--- config.mk ---
export PLATFORM = sky130hd
export DESIGN_NAME = mmbd_outq
export DESIGN_NICKNAME = d
export VERILOG_FILES = /design/src/rtl/mmbd_pkg.sv /design/src/rtl/mmbd_outq.sv
export SDC_FILE = /design/constraint.sdc
export NUM_CORES = 1
export LEC_CHECK = 0
export BUFFER_PORTS_ARGS = -buffer_cell sky130_fd_sc_hd__buf_2
export CAP_MARGIN = 10
export CORE_MARGIN = 5
export CORE_UTILIZATION = 52
export DETAILED_ROUTE_END_ITERATION = 7
export GPL_TIMING_DRIVEN = 0
export PLACE_DENSITY = 0.8
export SKIP_CTS_REPAIR_TIMING = 1
export SYNTH_ARGS = -nofsm -noshare
export SYNTH_HDL_FRONTEND = slang
export SYNTH_SLANG_ARGS = --single-unit
--- constraint.sdc ---
create_clock -name clk -period 4.4 [get_ports clk]
set_input_delay 0.22 -clock clk [delete_from_list [all_inputs] [get_ports clk]]
set_output_delay 0.22 -clock clk [all_outputs]
set_load 0.005 [all_outputs]
--- src/rtl/mmbd_pkg.sv ---
`timescale 1ns / 1ps
`default_nettype none
package mmbd_pkg;

  typedef enum logic [2:0] {
    MODE_RD_B = 3'd0,
    MODE_RD_H = 3'd1,
    MODE_RD_W = 3'd2,
    MODE_WR_B = 3'd3,
    MODE_WR_H = 3'd4,
    MODE_WR_W = 3'd5,
    MODE_NOP6 = 3'd6,
    MODE_NOP7 = 3'd7
  } mode_t;

  localparam logic [2:0] CFG_DATA_BASE = 3'd0;
  localparam logic [2:0] CFG_STACK_TOP = 3'd1;
  localparam logic [2:0] CFG_TEXT_BASE = 3'd2;
  localparam logic [2:0] CFG_TEXT_END  = 3'd3;
  localparam logic [2:0] CFG_KEYPAD    = 3'd4;
  localparam logic [2:0] CFG_TIMER     = 3'd5;

  localparam logic [31:0] RST_DATA_BASE = 32'd268500992;
  localparam logic [31:0] RST_STACK_TOP = 32'd2147479551;
  localparam logic [31:0] RST_TEXT_BASE = 32'd536870912;
  localparam logic [31:0] RST_TEXT_END  = 32'd536875711;
  localparam logic [31:0] RST_KEYPAD    = 32'd805306368;
  localparam logic [31:0] RST_TIMER     = 32'd805306372;

  localparam logic [3:0] BYTE_FG = 4'hF;
  localparam logic [3:0] BYTE_BG = 4'h0;

  typedef struct packed {
    logic [2:0]  mode;
    logic [31:0] address;
    logic [31:0] write_data;
    logic [15:0] keypad_state;
    logic [31:0] timer_value;
  } in_item_t;

  typedef struct packed {
    logic [31:0] read_data;
    logic        cell_write;
    logic [4:0]  cell_row;
    logic [6:0]  cell_col;
    logic [7:0]  cell_char;
    logic [3:0]  cell_fg;
    logic [3:0]  cell_bg;
    logic        last;
  } out_item_t;

  // Region selected for a memory access.
  typedef enum logic [3:0] {
    RG_NONE  = 4'b0001,
    RG_RAM   = 4'b0010,
    RG_DATA  = 4'b0100,
    RG_STACK = 4'b1000
  } region_t;

  // Kind of work the back end does for one classified item.
  typedef enum logic [4:0] {
    OP_CONST = 5'b00001,  // value known in front: device read or empty result
    OP_READ  = 5'b00010,
    OP_WRITE = 5'b00100,
    OP_CELL  = 5'b01000,
    OP_CELL2 = 5'b10000
  } op_t;

  // Classified command, with a fixed 21-bit region offset.
  typedef struct packed {
    op_t         op;
    region_t     region;
    logic [20:0] offset;
    logic [2:0]  nbytes;
    logic [31:0] value;
    logic        c0_ok;
    logic [4:0]  c0_row;
    logic [6:0]  c0_col;
    logic        c1_ok;
    logic [4:0]  c1_row;
    logic [6:0]  c1_col;
    logic        is_byte;
  } cmd_t;

endpackage
`default_nettype wire

--- src/rtl/mmbd_outq.sv ---
`timescale 1ns / 1ps
`default_nettype none
module mmbd_outq (
  input  wire                       clk,
  input  wire                       rst_n,
  input  wire                       wr_valid,
  output logic                      wr_ready,
  input  wire mmbd_pkg::out_item_t  wr_item,
  output logic                      empty,
  input  wire                       pop,
  output mmbd_pkg::out_item_t       rd_item
);
  // Two-entry result queue so the back end can finish while a beat waits.
  mmbd_pkg::out_item_t mem_r [2];
  logic       wp_r, rp_r;
  logic [1:0] cnt_r;
  logic       do_w, do_r;

  assign wr_ready = (cnt_r != 2'd2);
  assign empty    = (cnt_r == 2'd0);
  assign rd_item  = mem_r[rp_r];
  assign do_w = wr_valid && wr_ready;
  assign do_r = pop && !empty;

  always_ff @(posedge clk) begin
    if (!rst_n) begin
      wp_r  <= 1'b0;
      rp_r  <= 1'b0;
      cnt_r <= '0;
    end else begin
      if (do_w) wp_r <= !wp_r;
      if (do_r) rp_r <= !rp_r;
      cnt_r <= cnt_r + 2'(do_w) - 2'(do_r);
    end
    if (do_w) mem_r[wp_r] <= wr_item;
  end
endmodule
`default_nettype wire
==> flow_summary.yaml, run 1 <==
floorplanning:
  io_pins: 130
  die_width_microns: 108.2
  core.rowCount: 35
  coreArea_sq_mm: 0.009328
  start_util_pct: 53.71
  fp.dieArea_sq_mm: 0.01170
  die_h_microns: 108.2
timing:
  slew_headroom_pct: 42.67
  fmax_ghz: 0.5110
  period_share_pct: 44.48
  hold-worst-slack_ns: 0.1690
  worstMarginPinSlew_ns: 0.8600
  finalClockSkew_ns: 0.006887
  period_minus_slack_ns: 1.957
  slew_viol_final: 0
  hold_viol: 0
  rsz0062_at_grt: "no"
  setup_viol: 0
worst_hold_path:
  min_path_cells: 3
  min_path_type: "in -> reg"
  hold-path-endpoint: "wp_r"
  hp-start: "wr_valid"
synthesis:
  synthTopCellsByArea: "edfxtp_1 74%, mux2_4 18%, buf_12 2.4%"
  syn_area_per_cell_sq_um: 23.09
  synth_top_area_share_pct: 74.33
  synth_nets: 285
  ys_ff_latch: 129
  yosys_warnings: 0
  ys_types: 17
  synth_top_cell_by_area: "edfxtp_1"
  syn_area_sq_mm: 0.005010
  ys_seq_area_share_pct: 76.32
  syn_inst: 217
place:
  gp_congestion: 0.6673
  dp_hpwl_microns: 5837
  io_buffer_count: 129
worst_setup_path:
  endpoint_kind: "flop"
  crit_type: "reg -> reg"
  max_stage_delay_ns: 0.45
  cp_slowest_cell: "nor2_4"
  crit_path_cell_trace: "nand2b_1 > nand2_1 > nor2_4 > buf_16 > buf_12"
  rr_endpoint: "mem_r[0][50]"
  r2r_setup_slack_ns: 2.44
  worstPathArrival_ns: 2.15
  cp.required_ns: 4.59
  start_kind: "flop"
  cp_max_fo: 32
  reg2reg_from: "cnt_r[0]"
  r2r_cells: 5
clocking:
  cts-root-buf: "clkbuf_8"
  cts_tree: "built"
  cts_buffer_depth: 2
  cts_sinks: 129
  cts_max_level: 4
  clock_latency_ns: 0.50
  cts_buffers: 17
  clkTransAtPathRegs_ns: 0.06
global_routing:
  grt_pass1_vias: 2701
  grt_max_degree: 63
  grt_overflow: 0
  grt_pass1_wl_microns: 13570
  track_usage_pct: 15.73
  antenna_found_initial: 0
route:
  ant_nets: 0
  num_vias: 2715
  drc: 0
  drt_pass1_iterations: 4
  wire_per_inst_microns: 17.71
  dr.first_iter.drc_count: 95
  viasPerCell: 4.755
  wl_microns: 10110
cells_and_area:
  nFillCells: 527
  drive_gt1_share_pct: 52.49
  final_nets: 498
  diodes: 0
  syn_to_final_growth_pct: 41.98
  regArea_sq_mm: 0.003824
  multi_input_area_sq_mm: 0.001064
power:
  peakVddDrop_mv: 0.3120
  p_leak_nw: 2.832
  power_mw: 4.009
  pwr_density_cell_mw_per_mm2: 563.7
outcome:
  outcome: "completed"
flow_run:
  drv_cap: 0
[stage by stage]
step / worst slack [ns] / TNS [ns] / instances / util [%] / area, sq um
floorplan: 0.7085 / 0 / 217 / - / 5010
global placement: -0.7469 / -46.10 / 475 / 62.36 / 5817
detailed placement: 2.460 / 0 / 477 / 63.00 / 5877
CTS: 2.402 / 0 / 508 / 69.50 / 6482
global route: 2.296 / 0 / 571 / 76.26 / 7113
finish: 2.443 / 0 / 571 / 76.26 / 7113
[per-layer routing]
metal  part of all wire, %  vias to the layer above  GRT usage [%]
li1                      -                     1285              -
met2                    55                      112          27.44
met3                   6.3                        7          6.149
met5                     0                        -              0
met1                    38                     1311          17.59
met4                  0.64                        0          5.410
[worst max path at each step]
| stage | startpoint | to | slack (ns) | cells after the start |
|---|---|---|---|---|
| finish | cnt_r[0] | mem_r[0][50] | 2.44 | 5 |
| global placement | cnt_r[0] | mem_r[0][28] | -0.75 | 3 |
| CTS | cnt_r[0] | mem_r[0][24] | 2.40 | 5 |
| global route | cnt_r[0] | mem_r[0][50] | 2.30 | 5 |
| floorplan | cnt_r[0] | mem_r[0][0] | 0.71 | 3 |
| detailed placement | cnt_r[0] | mem_r[0][28] | 2.46 | 5 |
[worst max-delay path: cells and delay by family (launching register included)]
kind                   cells  cell delay [ns]
flip-flops                 1             0.37
buffers and inverters      2             0.45
AND/OR/NAND/NOR            3             0.80
[final cells by class]
cell class | instances | area share, %
Sequential cell | 129 | 53.76
Timing Repair Buffer | 194 | 18.61
Multi-Input combinational cell | 80 | 14.95
Clock buffer | 18 | 5.875
Clock inverter | 13 | 2.639
Tap cell | 129 | 2.269
Buffer | 7 | 1.847
Inverter | 1 | 0.05277
[where the power goes]
part           leakage (nW)  internal, mW  switching, mW
clock                 0.287         0.918          0.505
combinational          1.35         0.577          0.412
sequential             1.20          1.55         0.0518
[registers in the layout, indices dropped and copies added, names as in the netlist, named ones only]
register  flops
mem_r       124
rp_r          1
wp_r          1
cnt_r         2
[synthesized netlist by cell type]
cell      instances
nor2b_1           2
nand2b_1          2
nand2_1           2
ha_1              2
edfxtp_1        124
buf_6             1
mux2_4           60
dfxtp_1           5
and2_1            2
inv_1             1
mux2_2            2
o21a_1            1
nor2_1            2
mux2i_1           1
xnor2_1           3
and3_1            1
buf_12            6
[placed cells by master (no fill, tap or decap)]
master,instances
ha_1,2
clkinvlp_4,3
mux2i_1,1
clkbuf_16,16
and3_4,1
inv_6,1
buf_16,1
edfxtp_1,124
mux2_4,60
dlygate4sd3_1,63
o21a_1,1
clkinv_4,3
mux2_2,2
and2_1,2
inv_1,1
nand2b_1,2
dfxtp_1,5
nor2_4,1
nand2_1,2
clkinv_2,2
nor2b_1,2
xnor2_1,3
clkbuf_8,1
clkbuf_1,1
nor2_1,1
buf_2,129
buf_12,7
buf_6,1
bufinv_16,4
[logic make-up (layout without fill, tap and decap cells)]
| logic type | count (synthesis) | in the layout | synth area share (%) |
|---|---|---|---|
| AO/OA/AOI/OAI | 1 | 1 | 0.1499 |
| XOR/XNOR | 3 | 3 | 0.5246 |
| adder cells (fa/ha/maj) | 2 | 2 | 0.4994 |
| buffers and inverters | 8 | 233 | 2.697 |
| flip-flops | 129 | 129 | 76.32 |
| multiplexers | 63 | 63 | 18.63 |
| AND/OR/NAND/NOR | 11 | 11 | 1.174 |
Power figures use the tool's default switching activity.
==> run 2, diff against run 1 <==
--- a/config.mk
+++ b/config.mk
@@ -8,10 +8,10 @@
 export BUFFER_PORTS_ARGS = -buffer_cell sky130_fd_sc_hd__buf_2
 export CAP_MARGIN = 10
 export CORE_MARGIN = 5
-export CORE_UTILIZATION = 52
+export CORE_UTILIZATION = 47
 export DETAILED_ROUTE_END_ITERATION = 7
 export GPL_TIMING_DRIVEN = 0
-export PLACE_DENSITY = 0.8
+export PLACE_DENSITY = 0.76
 export SKIP_CTS_REPAIR_TIMING = 1
 export SYNTH_ARGS = -nofsm -noshare
 export SYNTH_HDL_FRONTEND = slang
==> constraint.sdc (replaced) <==
create_clock -name clk -period 1.65 [get_ports clk]
set_input_delay 0.0825 -clock clk [delete_from_list [all_inputs] [get_ports clk]]
set_output_delay 0.0825 -clock clk [all_outputs]
set_load 0.005 [all_outputs]
==> run 2 against run 1 <==
Effect of this change: the run now ends with negative setup slack left; via count grew 0.81%; fmax up 14%; critical endpoint is now mem_r[1][45]; worst hold slack got worse by 0.042 ns; setup slack worse by 2.5 ns; largest power group unchanged; combinational power rose to 3.4 times the previous value; count of clock-buffer cells in the layout shrank 1; wire length is 2.3% lower; highest routed layer unchanged; sequential share of layout area decreased by 3.4 points; sequential cell count unchanged; global-route usage fell by 1.7 points; utilization shrank 2.9 points; non-clock buffer count grew 6.
==> flow_summary.yaml, run 2 (synthesis results as in run 1) <==
outcome:
  outcome: "finished with violations"
  violations: "negative setup slack"
clocking:
  clkTransAtPathRegs_ns: 0.06
  cts_buffers: 17
  cts_sinks: 129
  cts_buffer_depth: 2
  cts-root-buf: "clkbuf_8"
  cts_tree: "built"
  clock_latency_ns: 0.51
  cts_max_level: 4
timing:
  hold-worst-slack_ns: 0.1266
  rsz0062_at_grt: "yes"
  hold_viol: 0
  worstMarginPinSlew_ns: 0.9002
  slew_headroom_pct: 39.99
  slew_viol_final: 0
  period_share_pct: 103.6
  finalClockSkew_ns: 0.007732
  setup_viol: 154
  fmax_ghz: 0.5848
  period_minus_slack_ns: 1.710
  worst_slack_ns: -0.05987
floorplanning:
  coreArea_sq_mm: 0.01037
  core.rowCount: 37
  die_h_microns: 113.2
  fp.dieArea_sq_mm: 0.01282
  die_width_microns: 113.2
  start_util_pct: 48.31
  io_pins: 130
cells_and_area:
  largest-register: "mem_r"
  largest_reg_flops: 124
  final_cell_mix: "124 x edfxtp_1, 74 x buf_2, 64 x dlygate4sd3_1, 61 x mux2_4, 56 x buf_6"
  syn_to_final_growth_pct: 51.75
  drive_gt1_share_pct: 54.02
  final_util_pct: 73.31
  finalInstanceArea_sq_mm: 0.007602
  final-instance-count-excl-fill: 584
  layout_commonest_cell: "edfxtp_1"
  diodes: 0
  final_nets: 504
  reg_top3: "mem_r x124, cnt_r x2"
route:
  drc: 0
  num_vias: 2737
  viasPerCell: 4.687
  wire_per_inst_microns: 16.92
  ant_nets: 0
  dr.first_iter.drc_count: 80
  drt_pass1_iterations: 4
  wl_microns: 9881
worst_setup_path:
  max_stage_delay_ns: 0.74
  start_kind: "flop"
  worstPathArrival_ns: 1.84
  cp_slowest_cell: "and3_4"
  path_delay_family: "simple AND/OR/NAND/NOR gates"
  endpoint_kind: "flop"
  worst-path-buf-inv: 0
  cp.required_ns: 1.78
  cp_max_fo: 62
  crit_path_cell_trace: "nand2b_4 > and3_4"
  crit_type: "reg -> reg"
power:
  power_mw: 11.40
  peakVddDrop_mv: 0.8223
  intPower_mw: 8.715
  pwr-share-seq_pct: 37.6
  p_sw_share_pct: 23.52
  power_frac_comb_pct: 29.6
  pwr-share-clk_pct: 32.9
  p_leak_nw: 3.006
  switching_power_mw: 2.680
  pwr_density_cell_mw_per_mm2: 1499
global_routing:
  grt_pass1_vias: 2716
  grt_max_degree: 63
  antenna_found_initial: 0
  grt_pass1_wl_microns: 13410
  grt_overflow: 0
  track_usage_pct: 13.98
place:
  place_area_sq_mm: 0.005902
  place_inst: 484
  gp_congestion: 0.6774
  io_buffer_count: 129
  dp_hpwl_microns: 5871
flow_run:
  drv_cap: 0
worst_hold_path:
  min_path_type: "in -> reg"
run 2: cell count changes in the layout (fill, tap and decap cells not counted), sizes merged:
cell,change
clkbuf,+2
buf,+2
dlygate4sd3,+1
clkinvlp,+1
run 2: per-stage QoR:
step                      TNS (ns)  setup slack (ns)
after CTS                   -11.99           -0.1187
after global placement      -78.10           -0.7627
final                       -5.415          -0.05987
after global routing        -18.12           -0.1376
after floorplan             -19.62           -0.2269
after detailed placement    -5.404          -0.07783
run 2: power by group through the flow:
stage,sequential [mW],clock (mW),combinational [mW]
after global placement,4.31,0,2.46
after CTS,4.26,3.81,2.58
final,4.28,3.74,3.37
after detailed placement,4.32,0,2.56
after global routing,4.32,3.99,3.59
after floorplan,4.29,0,1.68
run 2: final cells by class:
class	count	area, sq um
Fill cell	634	2768
Clock buffer	17	414.1
Multi-Input combinational cell	80	1082
Timing Repair Buffer	200	1772
Tap cell	136	170.2
Sequential cell	129	3830
Buffer	7	140.1
Clock inverter	14	190.2
Inverter	1	3.754
run 2: per-layer routing:
metal / global-route usage, % / part of all wire (%) / up-vias
met3: 6.096 / 6.8 / 13
met4: 5.048 / 0.84 / 0
met2: 23.50 / 53 / 95
li1: - / - / 1295
met1: 15.88 / 39 / 1334
met5: 0 / 0 / -
run 2: tightest hold or removal path: cells and delay by family:
kind / cells / cell delay, ns
xor gates and xnor gates: 1 / 0.07
and+or+nand+nor: 1 / 0.10
buffers and inverters: 2 / 0.20
AOI/OAI and AO/OA: 1 / 0.15
run 2: path summary, 6_finish.rpt:
| path | start | end | slack [ns] | depth (start not counted) |
|---|---|---|---|---|
| worst max-delay path | cnt_r[0] | mem_r[1][45] | -0.06 | 2 |
| worst min-delay path | pop | rp_r | 0.13 | 5 |
| worst max register to register | cnt_r[0] | mem_r[1][45] | -0.06 | 2 |
| worst min register to register | wp_r | wp_r | 0.52 | 2 |
