==> src/rtl/mmbd_pkg.sv <==
`timescale 1ns / 1ps
`default_nettype none
package mmbd_pkg;

  typedef enum logic [2:0] {
    MODE_RD_B = 3'd0,
    MODE_RD_H = 3'd1,
    MODE_RD_W = 3'd2,
    MODE_WR_B = 3'd3,
    MODE_WR_H = 3'd4,
    MODE_WR_W = 3'd5,
    MODE_NOP6 = 3'd6,
    MODE_NOP7 = 3'd7
  } mode_t;

  localparam logic [2:0] CFG_DATA_BASE = 3'd0;
  localparam logic [2:0] CFG_STACK_TOP = 3'd1;
  localparam logic [2:0] CFG_TEXT_BASE = 3'd2;
  localparam logic [2:0] CFG_TEXT_END  = 3'd3;
  localparam logic [2:0] CFG_KEYPAD    = 3'd4;
  localparam logic [2:0] CFG_TIMER     = 3'd5;

  localparam logic [31:0] RST_DATA_BASE = 32'd268500992;
  localparam logic [31:0] RST_STACK_TOP = 32'd2147479551;
  localparam logic [31:0] RST_TEXT_BASE = 32'd536870912;
  localparam logic [31:0] RST_TEXT_END  = 32'd536875711;
  localparam logic [31:0] RST_KEYPAD    = 32'd805306368;
  localparam logic [31:0] RST_TIMER     = 32'd805306372;

  localparam logic [3:0] BYTE_FG = 4'hF;
  localparam logic [3:0] BYTE_BG = 4'h0;

  typedef struct packed {
    logic [2:0]  mode;
    logic [31:0] address;
    logic [31:0] write_data;
    logic [15:0] keypad_state;
    logic [31:0] timer_value;
  } in_item_t;

  typedef struct packed {
    logic [31:0] read_data;
    logic        cell_write;
    logic [4:0]  cell_row;
    logic [6:0]  cell_col;
    logic [7:0]  cell_char;
    logic [3:0]  cell_fg;
    logic [3:0]  cell_bg;
    logic        last;
  } out_item_t;

  // Region selected for a memory access.
  typedef enum logic [3:0] {
    RG_NONE  = 4'b0001,
    RG_RAM   = 4'b0010,
    RG_DATA  = 4'b0100,
    RG_STACK = 4'b1000
  } region_t;

  // Kind of work the back end does for one classified item.
  typedef enum logic [4:0] {
    OP_CONST = 5'b00001,  // value known in front: device read or empty result
    OP_READ  = 5'b00010,
    OP_WRITE = 5'b00100,
    OP_CELL  = 5'b01000,
    OP_CELL2 = 5'b10000
  } op_t;

  // Classified command, with a fixed 21-bit region offset.
  typedef struct packed {
    op_t         op;
    region_t     region;
    logic [20:0] offset;
    logic [2:0]  nbytes;
    logic [31:0] value;
    logic        c0_ok;
    logic [4:0]  c0_row;
    logic [6:0]  c0_col;
    logic        c1_ok;
    logic [4:0]  c1_row;
    logic [6:0]  c1_col;
    logic        is_byte;
  } cmd_t;

endpackage
`default_nettype wire

==> src/rtl/mmbd_front.sv <==
`timescale 1ns / 1ps
`default_nettype none
module mmbd_front #(
  parameter int RAM_BYTES   = 16384,
  parameter int DATA_BYTES  = 16384,
  parameter int STACK_BYTES = 4096,
  parameter int TEXT_COLS   = 80,
  parameter int TEXT_ROWS   = 30
) (
  input  wire                      clk,
  input  wire                      rst_n,
  input  wire                      in_valid,
  output logic                     in_ready,
  input  wire mmbd_pkg::in_item_t  in_item,
  input  wire [31:0]               data_base,
  input  wire [31:0]               stack_top,
  input  wire [31:0]               text_base,
  input  wire [31:0]               text_end,
  input  wire [31:0]               keypad_address,
  input  wire [31:0]               timer_address,
  output logic                     cmd_valid,
  input  wire                      cmd_ready,
  output mmbd_pkg::cmd_t           cmd
);
  localparam logic [32:0] WIN_BYTES = 33'(TEXT_COLS * TEXT_ROWS * 2);
  // 2^32 / TEXT_COLS rounded up. Multiplying a cell index below 2^17 by it and
  // keeping bits 32 and up of the product gives the exact row.
  localparam logic [32:0] COL_RECIP =
    33'(((64'd1 << 32) + 64'(TEXT_COLS) - 64'd1) / 64'(TEXT_COLS));

  // Stage 1 registers the item; stage 2 classifies. For text window writes
  // the row comes from a reciprocal multiply in state S_DIV and the column
  // from a multiply-subtract in state S_COL after it.
  typedef enum logic [3:0] {
    S_IDLE = 4'b0001,
    S_DIV  = 4'b0010,
    S_COL  = 4'b0100,
    S_OUT  = 4'b1000
  } st_t;

  st_t                st_r, st_nxt;
  mmbd_pkg::in_item_t it_r;
  mmbd_pkg::cmd_t     cmd_r, cmd_nxt;
  logic [32:0]        rem0_r, rem0_nxt, rem1_r, rem1_nxt;
  logic [16:0]        row0_r, row0_nxt, row1_r, row1_nxt;
  logic               hold_r, hold_nxt;

  logic [32:0] a33, off, db_end, st_lo, idx0, idx1;
  logic        in_win, in_win2, ram_hit, data_hit, stk_hit;
  logic [2:0]  nb;
  logic [31:0] msk;
  logic [49:0] prod0, prod1;
  logic [16:0] col0, col1;

  always_comb begin
    a33    = {1'b0, it_r.address};
    off    = a33 - {1'b0, text_base};
    db_end = {1'b0, data_base} + 33'(DATA_BYTES);
    st_lo  = {1'b0, stack_top} + 33'd1;
    in_win  = (a33 >= {1'b0, text_base}) && (a33 <= {1'b0, text_end});
    in_win2 = ((a33 + 33'd2) >= {1'b0, text_base}) && ((a33 + 33'd2) <= {1'b0, text_end});
    ram_hit  = a33 < 33'(RAM_BYTES);
    data_hit = (a33 >= {1'b0, data_base}) && (a33 < db_end);
    stk_hit  = (a33 <= {1'b0, stack_top}) && ((a33 + 33'(STACK_BYTES)) >= st_lo);
    idx0 = {1'b0, off[32:1]};
    idx1 = idx0 + 33'd1;
    prod0 = 50'(rem0_r[16:0]) * 50'(COL_RECIP);
    prod1 = 50'(rem1_r[16:0]) * 50'(COL_RECIP);
    col0  = rem0_r[16:0] - row0_r * 17'(TEXT_COLS);
    col1  = rem1_r[16:0] - row1_r * 17'(TEXT_COLS);
    unique case (mmbd_pkg::mode_t'(it_r.mode))
      mmbd_pkg::MODE_RD_B, mmbd_pkg::MODE_WR_B: nb = 3'd1;
      mmbd_pkg::MODE_RD_H, mmbd_pkg::MODE_WR_H: nb = 3'd2;
      default:                                   nb = 3'd4;
    endcase
    unique case (nb)
      3'd1:    msk = 32'h0000_00FF;
      3'd2:    msk = 32'h0000_FFFF;
      default: msk = 32'hFFFF_FFFF;
    endcase
  end

  always_comb begin
    st_nxt   = st_r;
    cmd_nxt  = cmd_r;
    rem0_nxt = rem0_r;
    rem1_nxt = rem1_r;
    row0_nxt = row0_r;
    row1_nxt = row1_r;
    hold_nxt = hold_r;
    in_ready = (st_r == S_IDLE) && !hold_r;
    cmd_valid = (st_r == S_OUT);
    unique case (st_r)
      S_IDLE: begin
        if (hold_r) begin
          hold_nxt = 1'b0;
          cmd_nxt  = '0;
          cmd_nxt.nbytes = nb;
          cmd_nxt.is_byte = (nb == 3'd1);
          cmd_nxt.region = mmbd_pkg::RG_NONE;
          if (ram_hit) begin
            cmd_nxt.region = mmbd_pkg::RG_RAM;
            cmd_nxt.offset = 21'(a33);
          end else if (data_hit) begin
            cmd_nxt.region = mmbd_pkg::RG_DATA;
            cmd_nxt.offset = 21'(a33 - {1'b0, data_base});
          end else if (stk_hit) begin
            cmd_nxt.region = mmbd_pkg::RG_STACK;
            cmd_nxt.offset = 21'(a33 + 33'(STACK_BYTES) - st_lo);
          end
          cmd_nxt.op = mmbd_pkg::OP_CONST;
          st_nxt = S_OUT;
          if (mmbd_pkg::mode_t'(it_r.mode) <= mmbd_pkg::MODE_RD_W) begin
            if (it_r.address == keypad_address) begin
              cmd_nxt.value = {16'd0, it_r.keypad_state} & msk;
            end else if (it_r.address == timer_address) begin
              cmd_nxt.value = it_r.timer_value & msk;
            end else begin
              cmd_nxt.op = mmbd_pkg::OP_READ;
            end
          end else if (mmbd_pkg::mode_t'(it_r.mode) <= mmbd_pkg::MODE_WR_W) begin
            if (in_win) begin
              cmd_nxt.value = it_r.write_data;
              cmd_nxt.c0_ok = (off < WIN_BYTES) && !off[0];
              cmd_nxt.c1_ok = (nb == 3'd4) && in_win2 && ((off + 33'd2) < WIN_BYTES)
                              && !off[0];
              cmd_nxt.op = (nb == 3'd4) ? mmbd_pkg::OP_CELL2 : mmbd_pkg::OP_CELL;
              rem0_nxt = idx0;
              rem1_nxt = idx1;
              st_nxt = S_DIV;
            end else begin
              cmd_nxt.op    = mmbd_pkg::OP_WRITE;
              cmd_nxt.value = it_r.write_data;
            end
          end
        end else if (in_valid) begin
          hold_nxt = 1'b1;
        end
      end
      S_DIV: begin
        row0_nxt = prod0[48:32];
        row1_nxt = prod1[48:32];
        st_nxt   = S_COL;
      end
      S_COL: begin
        cmd_nxt.c0_row = row0_r[4:0];
        cmd_nxt.c0_col = col0[6:0];
        cmd_nxt.c1_row = row1_r[4:0];
        cmd_nxt.c1_col = col1[6:0];
        st_nxt = S_OUT;
      end
      S_OUT: begin
        if (cmd_ready) st_nxt = S_IDLE;
      end
      default: st_nxt = S_IDLE;
    endcase
  end

  always_ff @(posedge clk) begin
    if (!rst_n) begin
      st_r   <= S_IDLE;
      hold_r <= 1'b0;
    end else begin
      st_r   <= st_nxt;
      hold_r <= hold_nxt;
    end
    if (in_ready && in_valid) it_r <= in_item;
    cmd_r  <= cmd_nxt;
    rem0_r <= rem0_nxt;
    rem1_r <= rem1_nxt;
    row0_r <= row0_nxt;
    row1_r <= row1_nxt;
  end

  assign cmd = cmd_r;
endmodule
`default_nettype wire

==> config.mk <==
export PLATFORM = sky130hd
export DESIGN_NAME = mmbd_front
export DESIGN_NICKNAME = d
export VERILOG_FILES = /design/src/rtl/mmbd_pkg.sv /design/src/rtl/mmbd_front.sv
export SDC_FILE = /design/constraint.sdc
export NUM_CORES = 1
export LEC_CHECK = 0
export ABC_AREA = 1
export CORE_MARGIN = 8
export CORE_UTILIZATION = 60
export CTS_CLUSTER_DIAMETER = 80
export DETAILED_ROUTE_END_ITERATION = 7
export DONT_BUFFER_PORTS = 1
export GPL_ROUTABILITY_DRIVEN = 0
export GPL_TIMING_DRIVEN = 0
export PLACE_DENSITY = 0.79
export SLEW_MARGIN = 20
export SYNTH_ARGS = -nofsm -noshare
export SYNTH_HDL_FRONTEND = slang
export SYNTH_SLANG_ARGS = --single-unit
==> constraint.sdc <==
create_clock -name clk -period 5.8 [get_ports clk]
set_input_delay 0.87 -clock clk [delete_from_list [all_inputs] [get_ports clk]]
set_output_delay 0.87 -clock clk [all_outputs]
set_load 0.05 [all_outputs]
==> qor.txt, run 1 <==
Hold Vio Cnt, Final: 0
setup TNS: 0 ns
Crit Path Category: register to register
critical path's slowest cell: fa_2
Switching Share: 44.36%
Cell Count, Final, Fillers Out: 4610
Detailed Route WL: 92.06 mm
Crit path max-delay family: adder cells
CP Launch Type: register
drt drc: 0
reg2reg path depth: 19
most frequent cells in the layout: inv_1 (795), nand2_1 (784), ha_1 (465), edfxtp_1 (251), nor2_1 (247)
WL/cell: 19.97 µm
Final Cycle Share: 96.45%
cell taking the most area after synthesis: edfxtp_1
Synth warnings: 0
setup repair after global routing missed its margin: yes
mapped cell area: 30860 µm²
fin. max-slew vios: 0
final hold slack: 0.3550 ns
Max-slew headroom: 27.50%
row count: 83
Flop pwr share: 29.9%
gr ovfl total: 0
#FFs+latches synth: 256
Post-synth EDFFs: 251
Max Cap Viol: 0
Lkg Pwr: 16.34 nW
DRT iter0 DRCs: 1931
status: complete, no violations
GR Layer Usage met1: 33.28%
I/O pin total: 405
Hold-fix buffers, CTS: 0
core box area: 51090 µm²
largest net degree at the start of global routing: 79
Peak Freq: 178.8 MHz
CP bufs+invs: 4
CTS tree: yes
syn_nets: 4801
Port Buf Inserts: 0
first-pass GRT wire length: 140.4 mm
GR peak layer: met2
Mean Syn Cell Area: 8.019 µm²
Root Driver: clkbuf_16
via count: 26210
Antenna Nets Post-Route: 0
crit-path cells: inv_1, ha_1, fa_1, fa_2, inv_1, fa_1, inv_1, fa_1, inv_1, fa_1, ha_1, a21oi_1, nor2_1, a211oi_2, o21ai_0, a31o_2, a221oi_2, nand2_1, xor2_1
Initial Utilization: 60.41%
Initial DRT Pass Iterations: 8
grt met2 use: 53.75%
Power Internal: 4.720 mW
clk_lat worst skew: 0.60 ns
met3 Use GR: 7.380%
predominant post-synthesis flop cell: edfxtp_1
Chip Width: 242.8 µm
Clock power frac: 20.7%
Worst Max-Slew Pin Slew: 1.084 ns
placed wire-length estimate: 78.14 mm
Worst Path Required: 6.13 ns
Placed Cells incl. Taps: 4535
Clock Sinks: 256
Crit. End Element: register
via density per instance: 5.686
die area: 58950 µm²
Hold WC Path Type: input port to register
area grow syn2layout: 6.746%
commonest non-fill, non-tap cell in the layout: inv_1
Clock transition at path regs: 0.06 ns
Finish-stage setup viols: 0
post-synthesis instance total: 3849
post-synthesis async set-or-reset flop share: 0%
vias in the first global route: 26230
P per Cell Area: 257.5 nW/µm²
Worst Path Arrival: 5.92 ns
Final Power: 8.484 mW
CTS Buf Count: 29
Max FO, Critical Path: 4
initial antenna violation count: 17
worst vdd ir: 287.4 µV
Nets: 4851
combinational fraction of design power: 49.4%
share of the synthesized area in the top cell type: 24.42%
Worst Hold Depth: 1
CP max stage delay: 0.59 ns
register area share after synthesis: 24.75%
Worst Skew: 0.02213 ns
H-tree depth: 1
cell count along the critical path: 19
total track usage: 30.07%
synth unique cells: 64
Die Y: 242.8 µm
Clock Path Buffers: 3
top cells by area, synth: edfxtp_1 (24%), ha_1 (19%), fa_1 (11%)
share of cells above drive strength 1: 4.438%
min Tclk post-route: 5.594 ns
Psw: 3.763 mW
per-layer routing:
metal	routed length, µm	vias to the layer above
li1	-	12690
met1	33710	12160
met2	45450	1074
met3	7745	277
met4	5061	14
met5	97	-
final timing paths:
kind,start,to,slack (ns)
max reg2reg,rem1_r[15],row1_r[0],0.21
min reg2reg,hold_r,hold_r,0.51
min,rst_n,st_r[0],0.36
max,rem1_r[15],row1_r[0],0.21
kinds of logic (layout without fill, tap and decap cells):
logic type / count (synthesis) / in the layout / synth area share (%)
adder cells (fa/ha/maj): 641 / 641 / 30.24
buffers and inverters: 852 / 924 / 10.41
other: 0 / 9 / 0
AND/OR/NAND/NOR: 1483 / 1483 / 21.31
XOR/XNOR: 190 / 190 / 5.392
AO/OA/AOI/OAI: 425 / 425 / 7.828
multiplexers: 2 / 2 / 0.06487
flip-flops: 256 / 256 / 24.75
final cells by class:
cell class / instances / area (µm²)
multi-input combinational: 2741 / 20090
tap: 680 / 850.8
fill: 4276 / 18150
clock inverter: 22 / 167.7
buffer: 38 / 158.9
clock buffer: 31 / 733.2
inverter: 814 / 3060
timing repair buffer: 19 / 220.2
sequential: 256 / 7637
antenna: 9 / 22.52
stage by stage:
step / setup slack [ns] / area [µm²] / utilization [%]
final: 0.2057 / 32950 / 64.48
after global routing: -0.04016 / 32930 / 64.45
after CTS: 0.03814 / 32790 / 64.17
after detailed placement: -0.06055 / 31870 / 62.37
after global placement: -2.568 / 31710 / 62.07
after floorplan: 0.03558 / 30860 / -
flip-flops by register name (all words and copies together) (netlist names):
| register | cells |
|---|---|
| cmd | 92 |
| it_r | 83 |
| a33 | 32 |
| rem0_r | 17 |
| rem1_r | 17 |
| row0_r | 5 |
| row1_r | 5 |
| st_r | 4 |
| hold_r | 1 |
repair_timing:
item,in CTS,in global routing
buffers inserted,2,11
gates resized for setup,1,12
hold endpoints to repair,0,0
cloned,0,0
setup endpoints to repair,1,7
power by group through the flow:
stage / sequential (mW) / combinational, mW / clock [mW]
3_5_place_dp: 2.57 / 4.01 / 0
2_1_floorplan: 2.52 / 3.00 / 0
6_report: 2.54 / 4.19 / 1.76
5_1_grt: 2.55 / 4.73 / 1.83
3_3_place_gp: 2.59 / 3.89 / 0
4_1_cts: 2.54 / 4.06 / 1.77
synthesized netlist by cell type (8+ instances only):
master,number
inv_1,797
a31oi_1,9
nand3b_1,14
nor2_1,249
nor3_1,71
nand2_2,17
fa_1,175
inv_2,13
xnor2_1,43
edfxtp_1,251
clkbuf_1,34
or2_2,16
a21oi_1,209
o21ai_1,8
nor4_1,37
nand2_1,784
xor2_1,147
o211ai_1,20
nor2_2,13
o21bai_1,12
o21ai_0,107
a21o_1,8
nand4_1,89
o31ai_1,9
ha_1,466
nand3_1,157
No activity file was read; power rests on OpenSTA's default activity.
==> inputs of run 2 (changes only) <==
--- a/config.mk
+++ b/config.mk
@@ -6,7 +6,8 @@
 export NUM_CORES = 1
 export LEC_CHECK = 0
 export ABC_AREA = 1
-export CORE_MARGIN = 8
+export CAP_MARGIN = 40
+export CORE_MARGIN = 2
 export CORE_UTILIZATION = 60
 export CTS_CLUSTER_DIAMETER = 80
 export DETAILED_ROUTE_END_ITERATION = 7
==> run 2 against run 1 <==
Effect of this change: utilization up 0.073 points; first-iteration DRC count up 9.3%; critical endpoint unchanged; sequential power about the same; die area down 9.6%; critical path type unchanged; combinational power about the same.
==> qor.txt, run 2 (synthesis gave the netlist of run 1 again) <==
CTS tree: yes
Max FO, Critical Path: 4
die area: 53270 µm²
Area after DPL: 31900 µm²
critical path's slowest cell: fa_1
Clock Path Buffers: 3
Clock transition at path regs: 0.06 ns
most frequent cells in the layout: inv_1 (794), nand2_1 (784), ha_1 (465), edfxtp_1 (251), nor2_1 (247)
via count: 26360
flip-flop and latch area: 7637 µm²
first-pass GRT wire length: 138.0 mm
row count: 83
Initial Utilization: 60.41%
core box area: 51090 µm²
Final Cycle Share: 97.76%
via density per instance: 5.713
I/O pin total: 405
WL/cell: 19.45 µm
initial antenna violation count: 17
status: complete, no violations
commonest non-fill, non-tap cell in the layout: inv_1
share of cells above drive strength 1: 4.432%
Hold-fix buffers, CTS: 0
H-tree depth: 1
Hold WC Path Type: input port to register
DRT iter0 DRCs: 2110
P per Cell Area: 257.9 nW/µm²
Max Cap Viol: 0
Crit Path Category: register to register
worst vdd ir: 263.2 µV
gr ovfl total: 0
Lkg Pwr: 16.38 nW
Nets: 4855
Worst Skew: 0.05463 ns
Finish-stage setup viols: 0
area of the multi-input gates: 20080 µm²
critical path's most frequent cell: fa_1
max reg flops: 92
Antenna Nets Post-Route: 0
Worst Path Arrival: 5.97 ns
Chip Width: 230.8 µm
drt drc: 0
Port Buf Inserts: 0
Clock Sinks: 256
total track usage: 33.35%
CP bufs+invs: 4
Clock power frac: 21.0%
Fill cells: 4352
min Tclk post-route: 5.670 ns
placed wire-length estimate: 76.11 mm
Peak Freq: 176.4 MHz
vias in the first global route: 26430
Initial DRT Pass Iterations: 7
Flop pwr share: 29.8%
Root Driver: clkbuf_16
CP Launch Type: register
Power Internal: 4.761 mW
fin. max-slew vios: 0
Crit path max-delay family: adder cells
crit-path cells: ha_1, inv_1, fa_1, inv_2, fa_1, fa_1, inv_1, fa_1, inv_1, fa_1, ha_4, nand2_1, nor2_1, a211oi_2, o21ai_0, a31o_2, a221oi_1, nand2_1, xor2_1
largest net degree at the start of global routing: 79
CTS Buf Count: 29
Worst Max-Slew Pin Slew: 0.8613 ns
Die Y: 230.8 µm
Crit. End Element: register
clk_lat worst skew: 0.61 ns
area grow syn2layout: 6.868%
CP max stage delay: 0.61 ns
Psw: 3.746 mW
Final Power: 8.508 mW
combinational fraction of design power: 49.2%
Max-slew headroom: 42.26%
Worst Path Required: 6.10 ns
Design Area, Final: 32980 µm²
Detailed Route WL: 89.73 mm
Switching Share: 44.03%
Hold Vio Cnt, Final: 0
run 2: cell types whose count changed in the layout (fill, tap and decap cells not counted), sizes merged:
| cell | change |
|---|---|
| clkinv | -4 |
| buf | +4 |
| diode | -2 |
| clkinvlp | -2 |
| clkbuf | +6 |
| inv | +1 |
run 2: area by class of cell:
type / count / area share (%)
flip-flops and latches: 256 / 23.16
clock buffers: 37 / 2.352
repair buffers: 23 / 0.7701
clock inverters: 17 / 0.4628
diodes: 7 / 0.05311
multi-input cells: 2741 / 60.87
well taps: 680 / 2.580
inverters: 814 / 9.279
plain buffers: 38 / 0.4818
run 2: worst paths after layout:
path	start	to	slack, ns	depth (start not counted)
worst min register to register	hold_r	hold_r	0.50	2
worst max-delay path	rem1_r[3]	row1_r[0]	0.13	19
worst max register to register	rem1_r[3]	row1_r[0]	0.13	19
worst min-delay path	in_item[35]	it_r[35]	0.35	0
run 2: metrics by stage:
stage,hold slack (ns),setup slack (ns),util [%],instances,setup TNS [ns]
3_5_place_dp,0.4845,-0.007816,62.44,4539,-0.007816
5_1_grt,0.3427,-0.04164,64.54,4610,-0.04164
2_1_floorplan,0.4588,0.03558,-,3849,0
4_1_cts,0.3406,0.06498,64.26,4593,0
6_report,0.3509,0.1297,64.55,4613,0
3_3_place_gp,0.4665,-2.634,62.07,4529,-128.99
run 2: power groups by stage:
stage / clock network (mW) / logic, mW / registers [mW]
final: 1.79 / 4.18 / 2.54
after global routing: 1.86 / 4.73 / 2.54
after detailed placement: 0 / 4.02 / 2.57
after floorplan: 0 / 3.00 / 2.52
after CTS: 1.79 / 4.07 / 2.54
after global placement: 0 / 3.90 / 2.59
run 2: metal layers:
| layer | up-vias | track usage [%] | wire length [µm] |
|---|---|---|---|
| met3 | 343 | 7.819 | 7022 |
| li1 | 12700 | - | - |
| met1 | 12170 | 37.61 | 33410 |
| met4 | 22 | 18.99 | 6096 |
| met2 | 1121 | 57.85 | 43050 |
| met5 | - | 0 | 149 |
run 2: repair_timing:
action,CTS,global route
setup endpoints to repair,1,6
cloned,0,0
gates resized for setup,1,8
pin swaps,0,1
setup buffers,0,12
